**config.mk**
```make
export PLATFORM = sky130hd
export DESIGN_NAME = tcw_sequencer
export DESIGN_NICKNAME = d
export VERILOG_FILES = /design/src/hdl/tcw_pkg.sv /design/src/hdl/tcw_sequencer.sv
export SDC_FILE = /design/constraint.sdc
export NUM_CORES = 1
export LEC_CHECK = 0
export BUFFER_PORTS_ARGS = -buffer_cell sky130_fd_sc_hd__buf_2
export CAP_MARGIN = 20
export CORE_MARGIN = 10
export CORE_UTILIZATION = 55
export DETAILED_ROUTE_END_ITERATION = 10
export PLACE_DENSITY = 0.89
export SYNTH_ARGS = -nofsm -noshare
export SYNTH_HDL_FRONTEND = slang
export SYNTH_SLANG_ARGS = --single-unit
export TNS_END_PERCENT = 50
```
**constraint.sdc**
```tcl
create_clock -name clk -period 6.7 [get_ports clk]
set_input_delay 0.67 -clock clk [delete_from_list [all_inputs] [get_ports clk]]
set_output_delay 0.67 -clock clk [all_outputs]
set_load 0.01 [all_outputs]
```
**src/hdl/tcw_pkg.sv**
```systemverilog
package tcw_pkg;

  // Character codes and attribute reset
  localparam logic [7:0] CH_NEWLINE   = 8'd10;
  localparam logic [7:0] CH_BACKSPACE = 8'd8;
  localparam logic [7:0] CH_SPACE     = 8'h20;
  localparam logic [7:0] ATTR_RESET   = 8'h0F;

  // Item opcodes
  localparam logic [1:0] OP_PUT   = 2'd0;
  localparam logic [1:0] OP_CLEAR = 2'd1;
  localparam logic [1:0] OP_READ  = 2'd2;

  // Microprogram addresses
  typedef logic [4:0] upc_t;

  localparam upc_t L_FETCH     = 5'd0;
  localparam upc_t L_PUT       = 5'd1;
  localparam upc_t L_CHECK     = 5'd2;
  localparam upc_t L_SCROLL    = 5'd3;
  localparam upc_t L_COPY_RD   = 5'd4;
  localparam upc_t L_COPY_WR   = 5'd5;
  localparam upc_t L_BLANK_ROW = 5'd6;
  localparam upc_t L_BLANK_WR  = 5'd7;
  localparam upc_t L_BOTTOM    = 5'd8;
  localparam upc_t L_NEWLINE   = 5'd9;
  localparam upc_t L_BKSP      = 5'd10;
  localparam upc_t L_BKSP_MOVE = 5'd11;
  localparam upc_t L_BKSP_WR   = 5'd12;
  localparam upc_t L_CLEAR     = 5'd13;
  localparam upc_t L_CLEAR_WR  = 5'd14;
  localparam upc_t L_RESP      = 5'd15;
  localparam upc_t L_READ      = 5'd16;
  localparam upc_t L_READ_CAP  = 5'd17;

  // Sequencer branch conditions
  typedef enum logic [3:0] {
    JC_NEXT,       // fall through
    JC_ALWAYS,     // unconditional jump
    JC_FETCH,      // hold until an input transfer, then dispatch
    JC_RESP,       // hold until output register has room, then jump
    JC_ROW_OK,     // jump when cursor row is on screen
    JC_COL_ZERO,   // jump when cursor column is zero
    JC_IDX_BAD,    // jump when read index is off screen
    JC_MORE_COPY,  // jump while scroll copy has cells left
    JC_MORE_CELL   // jump while pointer is below last cell
  } jcond_t;

  typedef enum logic [1:0] {AS_CURSOR, AS_PTR, AS_PTR_NEXT_ROW, AS_INDEX} addr_sel_t;
  typedef enum logic [1:0] {WD_CHAR, WD_BLANK, WD_RDATA} wdata_sel_t;
  typedef enum logic [1:0] {PO_HOLD, PO_ZERO, PO_LAST_ROW, PO_INC} ptr_op_t;
  typedef enum logic [2:0] {
    CO_HOLD, CO_ADVANCE, CO_NEWLINE, CO_BACK, CO_HOME, CO_BOTTOM
  } cur_op_t;

  // One microcode control word
  typedef struct packed {
    jcond_t     cond;
    upc_t       target;
    addr_sel_t  asel;
    logic       mem_we;
    logic       mem_re;
    wdata_sel_t wsel;
    ptr_op_t    pop;
    cur_op_t    cop;
    logic       set_scroll;
    logic       cap_data;
  } ctrl_word_t;

  // Datapath status seen by the sequencer
  typedef struct packed {
    logic in_xfer;
    logic out_room;
    logic row_ok;
    logic col_zero;
    logic idx_bad;
    logic ptr_last_copy;
    logic ptr_last_cell;
    upc_t disp_target;
  } seq_status_t;

  // Microprogram store
  function automatic ctrl_word_t ucode_rom(input upc_t a);
    ctrl_word_t w;
    w = '0;
    case (a)
      L_FETCH: begin
        w.cond = JC_FETCH;
      end
      L_PUT: begin
        w.asel = AS_CURSOR; w.mem_we = 1'b1; w.wsel = WD_CHAR; w.cop = CO_ADVANCE;
      end
      L_CHECK: begin
        w.cond = JC_ROW_OK; w.target = L_RESP;
      end
      L_SCROLL: begin
        w.pop = PO_ZERO;
      end
      L_COPY_RD: begin
        w.asel = AS_PTR_NEXT_ROW; w.mem_re = 1'b1;
      end
      L_COPY_WR: begin
        w.asel = AS_PTR; w.mem_we = 1'b1; w.wsel = WD_RDATA; w.pop = PO_INC;
        w.cond = JC_MORE_COPY; w.target = L_COPY_RD;
      end
      L_BLANK_ROW: begin
        w.pop = PO_LAST_ROW;
      end
      L_BLANK_WR: begin
        w.asel = AS_PTR; w.mem_we = 1'b1; w.wsel = WD_BLANK; w.pop = PO_INC;
        w.cond = JC_MORE_CELL; w.target = L_BLANK_WR;
      end
      L_BOTTOM: begin
        w.cop = CO_BOTTOM; w.set_scroll = 1'b1; w.cond = JC_ALWAYS; w.target = L_RESP;
      end
      L_NEWLINE: begin
        w.cop = CO_NEWLINE; w.cond = JC_ALWAYS; w.target = L_CHECK;
      end
      L_BKSP: begin
        w.cond = JC_COL_ZERO; w.target = L_RESP;
      end
      L_BKSP_MOVE: begin
        w.cop = CO_BACK;
      end
      L_BKSP_WR: begin
        w.asel = AS_CURSOR; w.mem_we = 1'b1; w.wsel = WD_BLANK;
        w.cond = JC_ALWAYS; w.target = L_RESP;
      end
      L_CLEAR: begin
        w.pop = PO_ZERO; w.cop = CO_HOME;
      end
      L_CLEAR_WR: begin
        w.asel = AS_PTR; w.mem_we = 1'b1; w.wsel = WD_BLANK; w.pop = PO_INC;
        w.cond = JC_MORE_CELL; w.target = L_CLEAR_WR;
      end
      L_RESP: begin
        w.cond = JC_RESP; w.target = L_FETCH;
      end
      L_READ: begin
        w.asel = AS_INDEX; w.mem_re = 1'b1; w.cond = JC_IDX_BAD; w.target = L_RESP;
      end
      L_READ_CAP: begin
        w.cap_data = 1'b1; w.cond = JC_ALWAYS; w.target = L_RESP;
      end
      default: begin
        w.cond = JC_ALWAYS; w.target = L_FETCH;
      end
    endcase
    return w;
  endfunction

endpackage

```
**src/hdl/tcw_sequencer.sv**
```systemverilog
// Microcode step counter, program store and branch unit
module tcw_sequencer import tcw_pkg::*; (
  input  logic        clk,
  input  logic        rst_n,
  input  seq_status_t stat,
  output ctrl_word_t  ctrl
);

  upc_t upc_r, upc_nxt;

  assign ctrl = ucode_rom(upc_r);

  // Next step selection
  always_comb begin
    upc_nxt = upc_r + 5'd1;
    case (ctrl.cond)
      JC_NEXT:      upc_nxt = upc_r + 5'd1;
      JC_ALWAYS:    upc_nxt = ctrl.target;
      JC_FETCH:     upc_nxt = stat.in_xfer ? stat.disp_target : upc_r;
      JC_RESP:      upc_nxt = stat.out_room ? ctrl.target : upc_r;
      JC_ROW_OK:    if (stat.row_ok) upc_nxt = ctrl.target;
      JC_COL_ZERO:  if (stat.col_zero) upc_nxt = ctrl.target;
      JC_IDX_BAD:   if (stat.idx_bad) upc_nxt = ctrl.target;
      JC_MORE_COPY: if (!stat.ptr_last_copy) upc_nxt = ctrl.target;
      JC_MORE_CELL: if (!stat.ptr_last_cell) upc_nxt = ctrl.target;
      default:      upc_nxt = L_FETCH;
    endcase
  end

  always_ff @(posedge clk) begin
    if (!rst_n) begin
      upc_r <= L_FETCH;
    end else begin
      upc_r <= upc_nxt;
    end
  end

endmodule

```
==> flow_summary_export.csv <==
group,metric,value,unit
sta,rsz0062_at_grt,"no",
drt,drtPass1Iterations,4,
power_and_ir_drop,clkPwrFrac,6.6,%
cells_and_area,drive_above_1_share,22.8,%
cts,cts_num_sinks,5,
yosys,synth_area,1100,µm²
cells_and_area,antenna_cells,0,
die,start_util,57.2,%
drt,routed_wl,3730,µm
setup_path,endpoint_kind,"primary output",
sta,fin_crit,3090,ps
cts,htreeDepth,1,
setup_path,startpoint_type,"register",
cts,path_clk_slew,50,ps
drt,vias,1410,
power_and_ir_drop,ir_drop,291,µV
cts,ctsHoldBuffers,0,
sta,fin_crit_sh,46.2,%
sta,clock_skew,3.93,ps
die,die_y,64.7,µm
cells_and_area,fillCellCount,194,
yosys,async_flop_share,0,%
sta,finalSetupTns,0,ps
cells_and_area,final_cell_mix,"buf_2, nand2_1, o21ai_0",
cts,cts_buffer_depth,2,
yosys,synth_edf_count,0,
yosys,syn_nets,187,
global_route,grt_pass1_wl,5860,µm
setup_path,cp_max_fo,9,
yosys,synth_cells,168,
cts,cts_tree,"built",
drt,drt.antenna.violating_nets,0,
cells_and_area,syn_to_final_growth,14.7,%
yosys,ys_ff_latch,5,
cells_and_area,largest_registers,"upc_r (5)",
yosys,synth.distinct_cells,52,
cells_and_area,nets,213,
power_and_ir_drop,p_switching,0.000306,W
sta,fmax,0.323,GHz
sta,relSlewSlack,51.5,%
placement,hpwl,3020,µm
die,dieArea,4190,µm²
placement,routabilityCongestion,0.996,
cells_and_area,post-route-util,65.6,%
power_and_ir_drop,internal-power,0.000229,W
global_route,grt_start_max_net_pins,25,
sta,tightestPinTransition,727,ps
die,io_pins,36,
placement,dpl_cell_area,1230,µm²
placement,port_buffers,34,
drt,dr.first_iter.drc_count,121,
cells_and_area,largest_register_ffs,5,
die,die_w,64.7,µm
sta,drv_slew,0,
die,core_area,1920,µm²
drt,wl_per_cell,17.0,µm
cells_and_area,fin_area,1260,µm²
global_route,grt_pass1_vias,1255,
power_and_ir_drop,p_seq_share,12.5,%
yosys,yosysSeqAreaShare,9.10,%
cts,post_cts_buffers,0,
setup_path,crit_arrival,2420,ps
power_and_ir_drop,p_sw_share,57.2,%
run_status,status,"complete, no violations",
power_and_ir_drop,power_density,424,nW/µm²
cts,numCtsBuffers,3,
die,num_rows,16,
power_and_ir_drop,comb_power_share,80.9,%
cts,cts_root_buffer,"clkbuf_4",
sta,finalSetupViolations,0,
setup_path,worst-setup-path-type,"reg -> out",
yosys,syn_avg_cell_area,6.55,µm²
cts,cts_resized,0,
cts,clk_latency,240,ps
run,maxCapViolCount,0,
setup_path,crit_required,6030,ps
drt,vias_per_cell,6.41,
global_route,antenna_found_initial,0,
power_and_ir_drop,leakage,0.605,nW
min_path,min_path_type,"reg -> reg",
cells_and_area,final_common_cell,"buf_2",
global_route,grt_usage,16.8,%
yosys,synth_flop_cell,"dfxtp_1",
drt,drc,0,
yosys,synth_warnings,0,
global_route,grt_overflow,0,
cells_and_area,top_register,"upc_r",
sta,finalHoldViolations,0,
-- power groups by stage --
stage                     registers, W  logic, W  clock network [W]
after floorplan              0.0000474  0.000324                  0
after global placement       0.0000650  0.000423                  0
after detailed placement     0.0000667  0.000422                  0
after CTS                    0.0000662  0.000425          0.0000360
after global routing         0.0000695  0.000472          0.0000392
final                        0.0000668  0.000432          0.0000353
-- Yosys cell counts (2+ instances only) --
library cell  number  area, µm²
dfxtp_1            5        100
o31ai_1            2       15.0
nor2_1            17       63.8
o21ai_0           18       90.1
and3_1             3       18.8
o21bai_1           4       30.0
a21oi_1           13       65.1
buf_2              7       35.0
a31oi_1            4       25.0
or3_1              4       25.0
buf_4              3       22.5
ha_1               5       62.6
nand3_1            2       10.0
clkbuf_1           2       7.51
nand2b_1           7       43.8
mux2i_1            3       30.0
a211oi_1           2       15.0
inv_1              8       30.0
o21a_1             2       15.0
a21boi_0           3       22.5
nor3_1             3       15.0
nand2_1           19       71.3
a21o_1             3       22.5
-- cell type report --
class	count	area [µm²]	area share, %
well taps	27	33.8	2.68
inverters	8	30.0	2.38
clock buffers	4	26.3	2.08
multi-input cells	142	901	71.4
repair buffers	34	170	13.5
flip-flops and latches	5	100	7.94
-- worst max-delay path, cell delays in order, from the launching register on --
cell and delay (ps):
dfxtp_1 380, ha_1 340, and3_1 230, ha_1 200, or3_1 530, a21oi_2 300, inv_1 70, buf_2 140
-- routing by layer --
layer / global-route usage (%) / part of all wire (%) / wire (µm) / up-vias
met2: 28.1 / 45 / 1680 / 96
met4: 8.02 / 2.7 / 102 / 0
met3: 4.98 / 12 / 442 / 16
met1: 19.1 / 40 / 1500 / 639
met5: 0 / 0 / 0 / -
li1: - / - / - / 659
-- path summary, 6_finish.rpt --
| kind | from | end | slack, ps | cells after the start |
|---|---|---|---|---|
| setup / recovery | upc_r[0] | ctrl[18] | 3610 | 7 |
| hold reg to reg | upc_r[1] | upc_r[1] | 610 | 2 |
| setup reg to reg | upc_r[0] | upc_r[1] | 3970 | 8 |
| hold / removal | upc_r[1] | upc_r[1] | 610 | 2 |
-- cells by family after synthesis --
kind of cell | synth area share [%]
AOI/OAI and AO/OA | 39.7
and+or+nand+nor | 31.9
buffers and inverters | 8.99
adders and majority gates | 5.69
DFF | 9.10
muxes | 2.73
xor gates and xnor gates | 1.59
other | 0.341
-- per-stage QoR --
step | cells | hold slack (ps) | power, W | worst slack, ps
after floorplan | 168 | 560 | 0.000371 | 4130
after global placement | 216 | 617 | 0.000488 | 3940
after detailed placement | 216 | 599 | 0.000489 | 3890
after CTS | 220 | 610 | 0.000527 | 3620
after global routing | 220 | 657 | 0.000581 | 3460
final | 220 | 614 | 0.000534 | 3610
(Power assumes the default switching activity.)
